$ cat src/b64se_pkg.sv
package b64se_pkg;

    // One group of three bytes gives this many characters
    localparam int unsigned QUARTET_LEN = 4;

    localparam logic [7:0] PAD_CHAR   = 8'h3D;   // '='
    localparam logic [7:0] PLUS_CHAR  = 8'h2B;   // '+'
    localparam logic [7:0] SLASH_CHAR = 8'h2F;   // '/'
    localparam logic [7:0] UPPER_BASE = 8'h41;   // 'A'
    localparam logic [7:0] LOWER_BASE = 8'h61;   // 'a'
    localparam logic [7:0] DIGIT_BASE = 8'h30;   // '0'

    localparam logic [1:0] LAST_SLOT = 2'd3;

    localparam logic [19:0] LIMIT_RESET = 20'hFFFFF;

    // Four finished characters plus the flags they carry
    typedef struct packed {
        logic [3:0][7:0] chars;
        logic            msg_end;
        logic            ovf;
    } b64se_quartet_t;

    // Map a 6-bit code to its character of the standard alphabet
    function automatic logic [7:0] b64se_char(input logic [5:0] code);
        logic [7:0] wide;
        wide = {2'b00, code};
        priority if (code < 6'd26)
            return UPPER_BASE + wide;
        else if (code < 6'd52)
            return LOWER_BASE + wide - 8'd26;
        else if (code < 6'd62)
            return DIGIT_BASE + wide - 8'd52;
        else if (code == 6'd62)
            return PLUS_CHAR;
        else
            return SLASH_CHAR;
    endfunction

endpackage

$ cat src/base64_stream_encoder_top.sv
// Base64 stream encoder (standard alphabet, '=' padding). Message bytes enter
// through push/full, one per cycle while the quartet queue has room; the last
// byte carries last_byte. Each completed group (three bytes, or a short group
// closed by last_byte) becomes one quartet of four characters, which leave
// through empty/pop at one character per cycle while empty is low and pop is
// high. A quartet is written into the queue, then loaded into the character
// register that drives the result ports. The single character port sets the
// sustained rate. QUEUE_DEPTH quartets buffer between the byte side and the
// character side. output_limit may be written only while the block is idle;
// once a quartet makes the count plus four exceed it, that quartet is flagged
// overflow and ends the message, and the remaining bytes up to and including
// the last one give no characters.
module base64_stream_encoder_top #(
    parameter int unsigned QUEUE_DEPTH = 2
) (
    input  logic        clk,
    input  logic        rst_n,
    input  logic        push,
    output logic        full,
    input  logic [7:0]  data_byte,
    input  logic        last_byte,
    output logic        empty,
    input  logic        pop,
    output logic [7:0]  out_char,
    output logic        run_last,
    output logic        message_end,
    output logic        overflow,
    input  logic        output_limit_we,
    input  logic [19:0] output_limit_wdata
);
    import b64se_pkg::*;

    b64se_quartet_t wr_quartet;
    b64se_quartet_t rd_quartet;
    logic           q_push;
    logic           q_full;
    logic           q_pop;
    logic           q_valid;

    b64se_front u_front (
        .clk                (clk),
        .rst_n              (rst_n),
        .push               (push),
        .data_byte          (data_byte),
        .last_byte          (last_byte),
        .full               (full),
        .output_limit_we    (output_limit_we),
        .output_limit_wdata (output_limit_wdata),
        .q_push             (q_push),
        .q_data             (wr_quartet),
        .q_full             (q_full)
    );

    b64se_fifo #(
        .DEPTH (QUEUE_DEPTH)
    ) u_fifo (
        .clk     (clk),
        .rst_n   (rst_n),
        .wr_en   (q_push),
        .wr_data (wr_quartet),
        .full    (q_full),
        .rd_en   (q_pop),
        .rd_data (rd_quartet),
        .valid   (q_valid)
    );

    b64se_back u_back (
        .clk         (clk),
        .rst_n       (rst_n),
        .q_data      (rd_quartet),
        .q_valid     (q_valid),
        .q_pop       (q_pop),
        .empty       (empty),
        .pop         (pop),
        .out_char    (out_char),
        .run_last    (run_last),
        .message_end (message_end),
        .overflow    (overflow)
    );

endmodule

$ cat src/b64se_front.sv
module b64se_front (
    input  logic                     clk,
    input  logic                     rst_n,
    input  logic                     push,
    input  logic [7:0]               data_byte,
    input  logic                     last_byte,
    output logic                     full,
    input  logic                     output_limit_we,
    input  logic [19:0]              output_limit_wdata,
    output logic                     q_push,
    output b64se_pkg::b64se_quartet_t q_data,
    input  logic                     q_full
);
    import b64se_pkg::*;

    logic [19:0] limit_reg;
    logic [15:0] held_bytes_reg, held_bytes_next;
    logic [1:0]  held_count_reg, held_count_next;
    logic [20:0] chars_written_reg, chars_written_next;
    logic        dropping_reg, dropping_next;

    logic        accept;
    logic        emit;
    logic [7:0]  b0, b1, b2;
    logic [20:0] cw_sum;
    logic        ovf;

    // Stall input while the quartet queue has no room
    assign full   = q_full;
    assign accept = push && !q_full;
    assign emit   = accept && !dropping_reg && (last_byte || (held_count_reg == 2'd2));
    assign q_push = emit;

    // Assemble the group from held bytes and the new byte
    always_comb
    begin
        b0 = data_byte;
        b1 = 8'd0;
        b2 = 8'd0;
        unique case (held_count_reg)
            2'd0:
            begin
                b0 = data_byte;
            end
            2'd1:
            begin
                b0 = held_bytes_reg[15:8];
                b1 = data_byte;
            end
            default:
            begin
                b0 = held_bytes_reg[15:8];
                b1 = held_bytes_reg[7:0];
                b2 = data_byte;
            end
        endcase
    end

    // Count characters and test against the limit
    assign cw_sum = chars_written_reg + 21'd4;
    assign ovf    = ({1'b0, cw_sum} + 22'd4) > {2'b00, limit_reg};

    // Encode the quartet
    always_comb
    begin
        q_data.chars[0] = b64se_char(b0[7:2]);
        q_data.chars[1] = b64se_char({b0[1:0], b1[7:4]});
        q_data.chars[2] = (held_count_reg == 2'd0) ? PAD_CHAR
                                                   : b64se_char({b1[3:0], b2[7:6]});
        q_data.chars[3] = (held_count_reg != 2'd2) ? PAD_CHAR : b64se_char(b2[5:0]);
        q_data.msg_end  = last_byte || ovf;
        q_data.ovf      = ovf;
    end

    // Next message state
    always_comb
    begin
        held_bytes_next    = held_bytes_reg;
        held_count_next    = held_count_reg;
        chars_written_next = chars_written_reg;
        dropping_next      = dropping_reg;
        if (accept)
        begin
            priority if (dropping_reg)
            begin
                if (last_byte)
                begin
                    held_bytes_next    = 16'd0;
                    held_count_next    = 2'd0;
                    chars_written_next = 21'd0;
                    dropping_next      = 1'b0;
                end
            end
            else if (!emit)
            begin
                if (held_count_reg == 2'd0)
                    held_bytes_next = {data_byte, 8'd0};
                else
                    held_bytes_next = {held_bytes_reg[15:8], data_byte};
                held_count_next = held_count_reg + 2'd1;
            end
            else
            begin
                held_bytes_next = 16'd0;
                held_count_next = 2'd0;
                if (last_byte)
                begin
                    chars_written_next = 21'd0;
                    dropping_next      = 1'b0;
                end
                else
                begin
                    chars_written_next = cw_sum;
                    dropping_next      = ovf;
                end
            end
        end
    end

    // Hold message state and the limit register
    always_ff @(posedge clk or negedge rst_n)
    begin
        if (!rst_n)
        begin
            limit_reg         <= LIMIT_RESET;
            held_bytes_reg    <= 16'd0;
            held_count_reg    <= 2'd0;
            chars_written_reg <= 21'd0;
            dropping_reg      <= 1'b0;
        end
        else
        begin
            if (output_limit_we)
                limit_reg <= output_limit_wdata;
            held_bytes_reg    <= held_bytes_next;
            held_count_reg    <= held_count_next;
            chars_written_reg <= chars_written_next;
            dropping_reg      <= dropping_next;
        end
    end

`ifndef SYNTH
    a_held_range: assert property (@(posedge clk) disable iff (!rst_n)
        held_count_reg != 2'd3)
        else $error("held byte count out of range");

    a_restart: assert property (@(posedge clk) disable iff (!rst_n)
        (accept && last_byte) |=>
            (held_count_reg == 2'd0) && (chars_written_reg == 21'd0) && !dropping_reg)
        else $error("message state not restarted after last byte");

    a_no_emit_dropping: assert property (@(posedge clk) disable iff (!rst_n)
        dropping_reg |-> !q_push)
        else $error("quartet emitted while dropping");
`endif

endmodule

$ cat src/b64se_fifo.sv
module b64se_fifo #(
    parameter int unsigned DEPTH = 2
) (
    input  logic                      clk,
    input  logic                      rst_n,
    input  logic                      wr_en,
    input  b64se_pkg::b64se_quartet_t wr_data,
    output logic                      full,
    input  logic                      rd_en,
    output b64se_pkg::b64se_quartet_t rd_data,
    output logic                      valid
);
    import b64se_pkg::*;

    localparam int unsigned PTR_W = (DEPTH > 1) ? $clog2(DEPTH) : 1;
    localparam int unsigned CNT_W = $clog2(DEPTH + 1);
    localparam logic [PTR_W-1:0] PTR_MAX = PTR_W'(DEPTH - 1);
    localparam logic [CNT_W-1:0] CNT_MAX = CNT_W'(DEPTH);

    b64se_quartet_t   mem [DEPTH];
    logic [PTR_W-1:0] wr_ptr_reg;
    logic [PTR_W-1:0] rd_ptr_reg;
    logic [CNT_W-1:0] count_reg;

    logic do_wr;
    logic do_rd;

    assign full    = (count_reg == CNT_MAX);
    assign valid   = (count_reg != '0);
    assign do_wr   = wr_en && !full;
    assign do_rd   = rd_en && valid;
    assign rd_data = mem[rd_ptr_reg];

    // Store an entry
    always_ff @(posedge clk)
    begin
        if (do_wr)
            mem[wr_ptr_reg] <= wr_data;
    end

    // Advance pointers and count
    always_ff @(posedge clk or negedge rst_n)
    begin
        if (!rst_n)
        begin
            wr_ptr_reg <= '0;
            rd_ptr_reg <= '0;
            count_reg  <= '0;
        end
        else
        begin
            if (do_wr)
                wr_ptr_reg <= (wr_ptr_reg == PTR_MAX) ? '0 : wr_ptr_reg + 1'b1;
            if (do_rd)
                rd_ptr_reg <= (rd_ptr_reg == PTR_MAX) ? '0 : rd_ptr_reg + 1'b1;
            if (do_wr && !do_rd)
                count_reg <= count_reg + 1'b1;
            else if (do_rd && !do_wr)
                count_reg <= count_reg - 1'b1;
        end
    end

`ifndef SYNTH
    a_count_bound: assert property (@(posedge clk) disable iff (!rst_n)
        count_reg <= CNT_MAX)
        else $error("queue count beyond depth");

    a_no_overrun: assert property (@(posedge clk) disable iff (!rst_n)
        wr_en |-> !full)
        else $error("write into full queue");

    a_no_underrun: assert property (@(posedge clk) disable iff (!rst_n)
        rd_en |-> valid)
        else $error("read from empty queue");
`endif

endmodule

$ cat src/b64se_back.sv
module b64se_back (
    input  logic                      clk,
    input  logic                      rst_n,
    input  b64se_pkg::b64se_quartet_t q_data,
    input  logic                      q_valid,
    output logic                      q_pop,
    output logic                      empty,
    input  logic                      pop,
    output logic [7:0]                out_char,
    output logic                      run_last,
    output logic                      message_end,
    output logic                      overflow
);
    import b64se_pkg::*;

    b64se_quartet_t cur_reg;
    logic           busy_reg;
    logic [1:0]     idx_reg;
    logic           take;
    logic           at_end;

    assign take   = pop && busy_reg;
    assign at_end = (idx_reg == LAST_SLOT);
    assign q_pop  = q_valid && (!busy_reg || (take && at_end));

    // Present the current character
    assign empty       = !busy_reg;
    assign out_char    = cur_reg.chars[idx_reg];
    assign run_last    = at_end;
    assign message_end = at_end && cur_reg.msg_end;
    assign overflow    = cur_reg.ovf;

    // Load a quartet
    always_ff @(posedge clk)
    begin
        if (q_pop)
            cur_reg <= q_data;
    end

    // Step through the four characters, load when idle or on the last transfer
    always_ff @(posedge clk or negedge rst_n)
    begin
        if (!rst_n)
        begin
            busy_reg <= 1'b0;
            idx_reg  <= 2'd0;
        end
        else
        begin
            if (take)
                idx_reg <= idx_reg + 2'd1;
            if (q_pop)
                busy_reg <= 1'b1;
            else if (take && at_end)
                busy_reg <= 1'b0;
        end
    end

`ifndef SYNTH
    a_idle_slot: assert property (@(posedge clk) disable iff (!rst_n)
        !busy_reg |-> (idx_reg == 2'd0))
        else $error("slot index not at start while idle");

    a_step: assert property (@(posedge clk) disable iff (!rst_n)
        (take && !at_end) |=> busy_reg && (idx_reg == $past(idx_reg) + 2'd1))
        else $error("character step lost");

    a_refill: assert property (@(posedge clk) disable iff (!rst_n)
        q_pop |-> q_valid)
        else $error("load from empty queue");
`endif

endmodule

$ cat config.mk
export PLATFORM = sky130hd
export DESIGN_NAME = base64_stream_encoder_top
export DESIGN_NICKNAME = d
export VERILOG_FILES = /design/src/b64se_pkg.sv /design/src/base64_stream_encoder_top.sv /design/src/b64se_front.sv /design/src/b64se_fifo.sv /design/src/b64se_back.sv
export SDC_FILE = /design/constraint.sdc
export NUM_CORES = 1
export LEC_CHECK = 0
export BUFFER_PORTS_ARGS = -buffer_cell sky130_fd_sc_hd__buf_2
export CORE_ASPECT_RATIO = 1.25
export CORE_MARGIN = 3
export CORE_UTILIZATION = 60
export CTS_CLUSTER_DIAMETER = 200
export DETAILED_ROUTE_END_ITERATION = 7
export PLACE_DENSITY = 0.78
export SLEW_MARGIN = 0
export SYNTH_ARGS = -nofsm -noshare
export SYNTH_HDL_FRONTEND = slang
export SYNTH_SLANG_ARGS = --single-unit
$ cat constraint.sdc
create_clock -name clk -period 14.4 [get_ports clk]
set_clock_uncertainty 0.15 [all_clocks]
set_input_delay 0.72 -clock clk [delete_from_list [all_inputs] [get_ports clk]]
set_output_delay 0.72 -clock clk [all_outputs]
set_load 0.05 [all_outputs]
After elaboration in Yosys (flattened, before gate mapping)
Memories as Yosys holds them, arrays and structs flattened. A register that Yosys moved wholly into a read port is not among the register bits. Index checks and enable logic that the tools add are counted.

Reduce and logical (&&, ||, !) cells: 29. Muxes and demuxes: 46. Order comparisons: 14. Eq/ne operators: 10. Add/subtract/negate cells: 28.

Operators by type and width (count): $mux 8 (17); $mux 21 (4); $add 7x6->8 const A (8); $mux 16 (4); $lt 6x6->1 const B (8); $sub 8x5->8 const B (4); $sub 8x6->8 const B (4); $add 6x6->7 const A (4); $eq 6x6->1 const B (4); $lt 6x5->1 const B (4); $add 21x3->22 const B (1); $gt 22x20->1 (1); $add 21x3->21 const B (1); $bmux 8 s2 (1); $pmux 8 s2 (1); $mux 3 (4); $logic_and 1x1->1 (11); $mux 1 (10); $mux 2 (5); $reduce_bool 2->1 (4); $add 2x1->2 const B (3); $eq 2x2->1 const B (3); $reduce_and 3->1 (2); $logic_not 1->1 (5); 10 further kinds (14).

Output and inout port bits: 13. Bits of input ports: 34. Bits in writable memories: 68. Memories: 1. Logic and storage cells: 139. Register bits: 67.

Memory list: u_fifo.mem (depth 2, bits a word 34, read ports 1, clocked after memory_dff 1, write ports 1, RTL line b64se_fifo.sv:20) `b64se_quartet_t mem [DEPTH];`.

Longest topological paths before layout
Gate-level depths: netlist of run 1.

Depth in word-level cells: 10. Mapped depth: 18.

By module
A second synthesis of run 1 with hierarchy kept.

Cell total of the unflattened synthesis: 831. Area, all modules: 9365.2 um^2.

By module, submodules not included: b64se_front (sequential area each 1476.4 um^2, area each 5201.2 um^2, instances 1, cells an instance 650); b64se_fifo (sequential area each 2142.1 um^2, area each 2805.2 um^2, instances 1, cells an instance 125); b64se_back (sequential area each 1096.1 um^2, area each 1358.8 um^2, instances 1, cells an instance 56).

Worst setup path before layout of run 1
OpenSTA, ideal clock, no wires.

Path kind: input to register. From: in push. To: mem u_fifo.mem[0][0] (netlist name), enable pin. Cell stages on the path: 2. Data arrival time: 4.133 ns. Buffers on the path: 0. Required time: 13.740 ns. Setup slack: 9.607 ns. Path through: nand2_1 > nor4_1.

Cells in the longest elaborated chain, start to end: 6.

RTL lines: start, declared (RTL line base64_stream_encoder_top.sv:18) `input logic push,`; $logic_and 1x1->1 (RTL line b64se_front.sv:30) `assign accept = push && !q_full;`; $logic_and 1x1->1 (2 in a row) (RTL line b64se_front.sv:31) `assign emit = accept && !dropping_reg && (last_byte || (held_count_reg == 2'd2));`; $logic_and 1x1->1 (RTL line b64se_fifo.sv:30) `assign do_wr = wr_en && !full;`; $mux 1 (RTL line b64se_fifo.sv:37) `if (do_wr)`; $mux 1 (not written as such) (RTL line b64se_fifo.sv:38) `mem[wr_ptr_reg] <= wr_data;`; end, declared (RTL line b64se_fifo.sv:20).

No other way between the ends.

==> impl_metrics.yaml, run 1 <==
outcome:
  run_status: "finished, final reports clean"
clocking:
  clock_buffer_count_from_cts: 17
  clockBufferDepth: 2
  post-cts-setup-buffer-count: 0
  cts_num_sinks: 167
  worst_setup_hold_path_clk_slew_ns: 0.07
  post_cts_resized: 0
  cts_hold_bufs: 0
  tritoncts: "done"
  insertion_delay_ns: 0.43
  ctsRootBufferMaster: "sky130_fd_sc_hd__clkbuf_16"
  cts.htree.levels: 4
worst_setup_path:
  critical_path_arrival_ns: 5.08
  timing_worst_setup_path_type: "register to register"
  worstReg2RegStart: "u_front.chars_written_reg[2]"
  worst_ep_required_time_ns: 14.42
  critical_path_s_slowest_cell: "sky130_fd_sc_hd__or4_4"
  timing.critical_path.from_type: "register"
  rr_endpoint: "u_fifo.mem[0][1]"
  delay_of_the_slowest_cell_on_the_worst_path_ns: 0.68
  cp_cell_sequence: "ha_1 -> nand4_1 -> or4_4 -> a22oi_4 -> o211ai_4 -> a211o_1 -> o31ai_1 -> xor2_1 -> ha_1 -> nand4_1 -> nor2_1 -> nand3_1 -> and2_0 -> a22oi_1 -> o21ai_1 -> nand2b_1"
  cp_max_fo: 12
  timing.reg2reg.worst_path_depth: 16
  ff2ff_setup_slack_ns: 9.34
  setup.worst_path.end_class: "register"
yosys:
  register_area_share_after_synthesis: 0.478
  synth_async_sr_flop_share: 0.389
  post_synth_main_area_contributors: "sky130_fd_sc_hd__edfxtp_1 31%, sky130_fd_sc_hd__dfrtp_1 11%, sky130_fd_sc_hd__ha_1 8.4%"
  post-synth-top-area-cell: "sky130_fd_sc_hd__edfxtp_1"
  postSynth.topFlopCell: "sky130_fd_sc_hd__edfxtp_1"
  synth-seq-cells: 167
  ys_warn_count: 0
  mappedNetlistArea_um2: 9870
  synthDominantCellAreaShare: 0.310
  avgSynthCellArea_um2: 10.6
  postSynthCellCount: 933
  synth_enable_flop_cells: 102
  synth.distinct_cells: 71
  synth_fp_nets: 1033
drt:
  final_antenna_net_count: 0
  drtIter0Drc: 522
  wirelength_um: 22000
  avgViaCountPerCell: 6.16
  num_vias: 7287
  wl_per_cell_um: 18.6
  first_pass_iters: 5
  drc: 0
floorplan:
  die_area_um2: 18000
  top_level_ports: 47
  core.rowCount: 51
  design.core.area_um2: 15800
  initial_utilization: 0.624
  die_w_um: 121
  floorplan.die.height_um: 149
place:
  io_buf_count: 46
  post_dp_cell_area_um2: 10200
  place_hpwl_um: 15400
  globalplace.congestion: 0.927
  detailedPlace.worstSlack_ns: 9.48
timing:
  whs_ns: 0.333
  timing_max_transition_violations_final: 0
  unrepaired_setup_endpoints_after_global_routing: "false"
  slew_at_the_pin_closest_to_its_max_slew_limit_ns: 1.26
  max_freq_ghz: 0.198
  worst_slew_margin_rel: 0.152
  hold_violations: 0
  period_share: 0.351
  fin_tns_setup_ns: 0
  final_period_minus_worst_setup_slack_ns: 5.06
  post-route-worst-setup-slack_ns: 9.34
  timing.final.setup_violations: 0
final_layout:
  final_design_area_no_fill_um2: 10800
  layout_overhead_on_the_synthesized_area_pct: 9.65
  nets: 1058
  drive_above_1_share: 0.168
  antenna_cells_inserted: 0
  largest_register_ffs: 68
  layout.cells.most_common_list: "104 x sky130_fd_sc_hd__nand2_1, 102 x sky130_fd_sc_hd__edfxtp_1, 73 x sky130_fd_sc_hd__o21ai_0"
  mostFrequentLayoutCell: "sky130_fd_sc_hd__nand2_1"
power:
  worst_ir_drop_vdd_v: 0.000113
  report.power.total_w: 0.00213
  power.leakage_nw: 4.38
  power.density_nw_per_um2: 196
min_path:
  tightest_hold_check_type: "primary input to async pin"
grt:
  grt.overflow.total: 0
  grt_first_pass_wirelength_um: 35300
  groute.usage.overall: 0.250
  grt_start_max_net_pins: 66
  grt_antenna_before_repair: 0
  vias_in_the_first_global_route: 6894
run:
  cap_viol_max_count: 0
## stage by stage
stage	utilization	std cells
global placement	0.646	1151
floorplan	-	933
CTS	0.684	1183
finish	0.684	1183
detailed placement	0.646	1151
global route	0.684	1183
## Yosys cell counts, drive strengths merged, types with 13 or more instances
library cell / instances
nor3: 14
o211ai: 15
edfxtp: 102
dfrtp: 45
xnor2: 39
nor2: 44
a21oi: 42
mux2: 37
a31oi: 13
o31ai: 13
nand3: 24
xor2: 15
a22oi: 14
buf: 17
nand2: 104
ha: 66
clkbuf: 30
inv: 56
dfstp: 20
o21ai: 77
## worst max-delay path by stage
stage | from | endpoint | slack (ns) | cells past startpoint
2_1_floorplan | push | u_fifo.mem[0][0] | 9.61 | 2
3_3_place_gp | u_front.chars_written_reg[2] | u_fifo.mem[0][1] | 9.68 | 16
3_5_place_dp | u_front.chars_written_reg[2] | u_fifo.mem[0][1] | 9.48 | 16
4_1_cts | u_front.chars_written_reg[2] | u_fifo.mem[0][1] | 9.37 | 16
5_1_grt | u_front.chars_written_reg[2] | u_fifo.mem[0][1] | 9.01 | 16
6_report | u_front.chars_written_reg[2] | u_fifo.mem[0][1] | 9.34 | 16
## area by class of cell
type,instances,area [um^2]
Fill cell,1174,5000
Multi-Input combinational cell,662,4750
Sequential cell,167,4710
Clock buffer,17,425
Timing Repair Buffer,53,283
Tap cell,212,265
Inverter,57,214
Clock inverter,15,169
## cell families (layout without fill, tap and decap cells)
group	after synthesis	count (layout)	synth area share
buffers and inverters	104	142	0.0423
multiplexers	55	55	0.0706
AND/OR/NAND/NOR	257	257	0.126
adder cells (fa/ha/maj)	66	66	0.0837
flip-flops	167	167	0.478
AO/OA/AOI/OAI	230	230	0.151
XOR/XNOR	54	54	0.0487
## report_power, final
part | internal [W] | total [W] | switching (W)
sequential | 0.000679 | 0.000744 | 0.0000644
combinational | 0.000335 | 0.000933 | 0.000598
clock | 0.000234 | 0.000449 | 0.000214
total | 0.00125 | 0.00213 | 0.000877
## worst max-delay path: cells and delay by family, from the launching register on
| kind | cells | cell delay, ns |
|---|---|---|
| AO/OA/AOI/OAI | 6 | 1.29 |
| XOR/XNOR | 1 | 0.12 |
| adder cells (fa/ha/maj) | 2 | 0.75 |
| flip-flops | 1 | 0.62 |
| AND/OR/NAND/NOR | 7 | 1.88 |
## layer usage
layer	share of wire	track usage	wire length (um)
met3	0.052	0.0395	1140
met2	0.50	0.416	11000
met1	0.41	0.324	9010
met4	0.038	0.111	845
met5	0	0	0
No activity file was read; power rests on OpenSTA's default activity.
==> run 2: changes to the inputs <==
==> constraint.sdc (replaced) <==
create_clock -name clk -period 5.2 [get_ports clk]
set_clock_uncertainty 0.15 [all_clocks]
set_input_delay 0.26 -clock clk [delete_from_list [all_inputs] [get_ports clk]]
set_output_delay 0.26 -clock clk [all_outputs]
set_load 0.05 [all_outputs]
==> run 2 against run 1 <==
Compared with the run above: sequential power grew to 2.8 times the previous value; sequential share of layout area shrank 1.4 points; via count increased by 1.2%; critical path depth up 1; critical path type unchanged; largest power group unchanged.
==> impl_metrics.yaml, run 2 (synthesis gave the netlist of run 1 again) <==
outcome:
  run_status: "finished, final reports clean"
worst_setup_path:
  critical_path_arrival_ns: 4.75
  worst_ep_required_time_ns: 5.23
  timing.critical_path.from_type: "register"
  setup.worst_path.end_class: "register"
  cp_max_fo: 12
  rr_endpoint: "u_fifo.mem[0][1]"
  delay_of_the_slowest_cell_on_the_worst_path_ns: 0.62
  ff2ff_setup_slack_ns: 0.47
  timing.reg2reg.worst_path_depth: 17
  timing_worst_setup_path_type: "register to register"
  cp_cell_sequence: "ha_1 -> nand4_1 -> buf_4 -> or4_4 -> a22oi_4 -> o211ai_4 -> a211o_1 -> o31ai_1 -> xor2_1 -> ha_1 -> nand4_1 -> nor2_1 -> nand3_1 -> and2_0 -> a22oi_1 -> o21ai_1 -> nand2b_1"
  critical_path_s_slowest_cell: "sky130_fd_sc_hd__dfrtp_1"
  worstReg2RegStart: "u_front.chars_written_reg[2]"
drt:
  avgViaCountPerCell: 6.05
  final_antenna_net_count: 0
  drc: 0
  first_pass_iters: 6
  num_vias: 7377
  wirelength_um: 23000
  wl_per_cell_um: 18.9
  drtIter0Drc: 580
final_layout:
  antenna_cells_inserted: 0
  layout_overhead_on_the_synthesized_area_pct: 13.3
  nets: 1095
  largest_register_ffs: 68
  filler_cell_count: 1131
  layout.cells.most_common_list: "104 x sky130_fd_sc_hd__nand2_1, 102 x sky130_fd_sc_hd__edfxtp_1, 73 x sky130_fd_sc_hd__o21ai_0"
  drive_above_1_share: 0.169
  mostFrequentLayoutCell: "sky130_fd_sc_hd__nand2_1"
clocking:
  ctsRootBufferMaster: "sky130_fd_sc_hd__clkbuf_16"
  insertion_delay_ns: 0.44
  post-cts-setup-buffer-count: 0
  cts.htree.levels: 4
  cts_num_sinks: 167
  clock_buffer_count_from_cts: 17
  clockBufferDepth: 2
  worst_setup_hold_path_clk_slew_ns: 0.07
  tritoncts: "done"
grt:
  grt_antenna_before_repair: 0
  grt.overflow.total: 0
  vias_in_the_first_global_route: 7223
  grt_start_max_net_pins: 66
  grt_first_pass_wirelength_um: 36700
  groute.usage.overall: 0.262
timing:
  worst_slew_margin_rel: 0.170
  hold_violations: 0
  timing.final.setup_violations: 0
  timing_max_transition_violations_final: 0
  period_share: 0.909
  unrepaired_setup_endpoints_after_global_routing: "false"
  post-route-worst-setup-slack_ns: 0.474
  slew_at_the_pin_closest_to_its_max_slew_limit_ns: 1.23
  whs_ns: 0.0165
  fin_tns_setup_ns: 0
  max_freq_ghz: 0.212
  final_period_minus_worst_setup_slack_ns: 4.73
power:
  power_report.internal_total_w: 0.00354
  net-switching-power_w: 0.00245
  power.leakage_nw: 4.54
  power.density_nw_per_um2: 536
  worst_ir_drop_vdd_v: 0.000354
  swShare: 0.409
  power_frac_comb: 0.441
  sequential_share_of_power: 0.345
  p_clk_frac: 0.214
min_path:
  min-delay-start: "data_byte[1]"
  hold_path_depth: 3
  tightest_hold_check_type: "primary input to register"
  holdPathEnd: "u_front.held_bytes_reg[1]"
place:
  io_buf_count: 46
  globalplace.congestion: 0.902
  detailedPlace.worstSlack_ns: 0.556
  place_hpwl_um: 15700
floorplan:
  top_level_ports: 47
  design.core.area_um2: 15800
  core.rowCount: 51
  die_area_um2: 18000
  floorplan.die.height_um: 149
  initial_utilization: 0.624
  die_w_um: 121
run:
  cap_viol_max_count: 0
[run 2: cell count changes in the layout (fill, tap and decap cells not counted)]
cell,previous run,this run
sky130_fd_sc_hd__buf_4,7,14
sky130_fd_sc_hd__bufinv_16,0,1
sky130_fd_sc_hd__clkinv_2,0,1
sky130_fd_sc_hd__clkinv_4,4,2
sky130_fd_sc_hd__clkinv_8,3,2
sky130_fd_sc_hd__clkinvlp_4,0,1
sky130_fd_sc_hd__dlygate4sd3_1,0,30
[run 2: area by class of cell]
type / count / area, um^2 / area share
clock inverter: 15 / 178 / 0.0159
timing repair buffer: 90 / 636 / 0.0568
multi-input combinational: 662 / 4750 / 0.425
sequential: 167 / 4710 / 0.422
inverter: 57 / 214 / 0.0191
clock buffer: 17 / 425 / 0.0380
tap: 212 / 265 / 0.0237
[run 2: routing by layer]
layer / track usage / vias to the layer above / share of wire
li1: - / 3518 / -
met5: 0 / - / 0
met4: 0.0992 / 0 / 0.024
met2: 0.466 / 237 / 0.52
met3: 0.0417 / 41 / 0.043
met1: 0.319 / 3581 / 0.41
[run 2: worst max-delay path: cells and delay by family (launching register included)]
| kind | cells | cell delay, ns |
|---|---|---|
| xor+xnor | 1 | 0.11 |
| simple gates | 7 | 1.38 |
| compound gates | 6 | 1.29 |
| buf+inv | 1 | 0.21 |
| fa+ha+maj | 2 | 0.70 |
| flops | 1 | 0.62 |
[run 2: what timing repair did]
item	4_1_cts	5_1_grt
endpoints found under the hold margin	76	0
gates resized for setup	0	0
hold buffers	30	0
[run 2: worst max path at each step]
stage | startpoint | to | cells after the start
after floorplan | u_front.held_count_reg[0] | u_fifo.mem[0][0] | 4
after global placement | u_front.chars_written_reg[2] | u_fifo.mem[0][1] | 17
after detailed placement | u_front.chars_written_reg[2] | u_fifo.mem[1][1] | 17
after CTS | u_front.chars_written_reg[2] | u_fifo.mem[0][1] | 17
after global routing | u_front.chars_written_reg[2] | u_fifo.mem[1][1] | 17
final | u_front.chars_written_reg[2] | u_fifo.mem[0][1] | 17
[run 2: per-stage QoR]
stage,std cells,area [um^2],utilization,power (W)
detailed placement,1158,10300,0.650,0.00468
CTS,1220,11200,0.707,0.00599
global placement,1158,10300,0.650,0.00459
finish,1220,11200,0.707,0.00600
floorplan,933,9870,-,0.00400
global route,1220,11200,0.707,0.00635
[run 2: power groups by stage]
stage          logic [W]  registers (W)  clock network (W)
5_1_grt          0.00290        0.00210            0.00135
3_5_place_dp     0.00260        0.00209                  0
3_3_place_gp     0.00253        0.00207                  0
2_1_floorplan    0.00201        0.00199                  0
4_1_cts          0.00263        0.00207            0.00130
6_report         0.00265        0.00207            0.00128
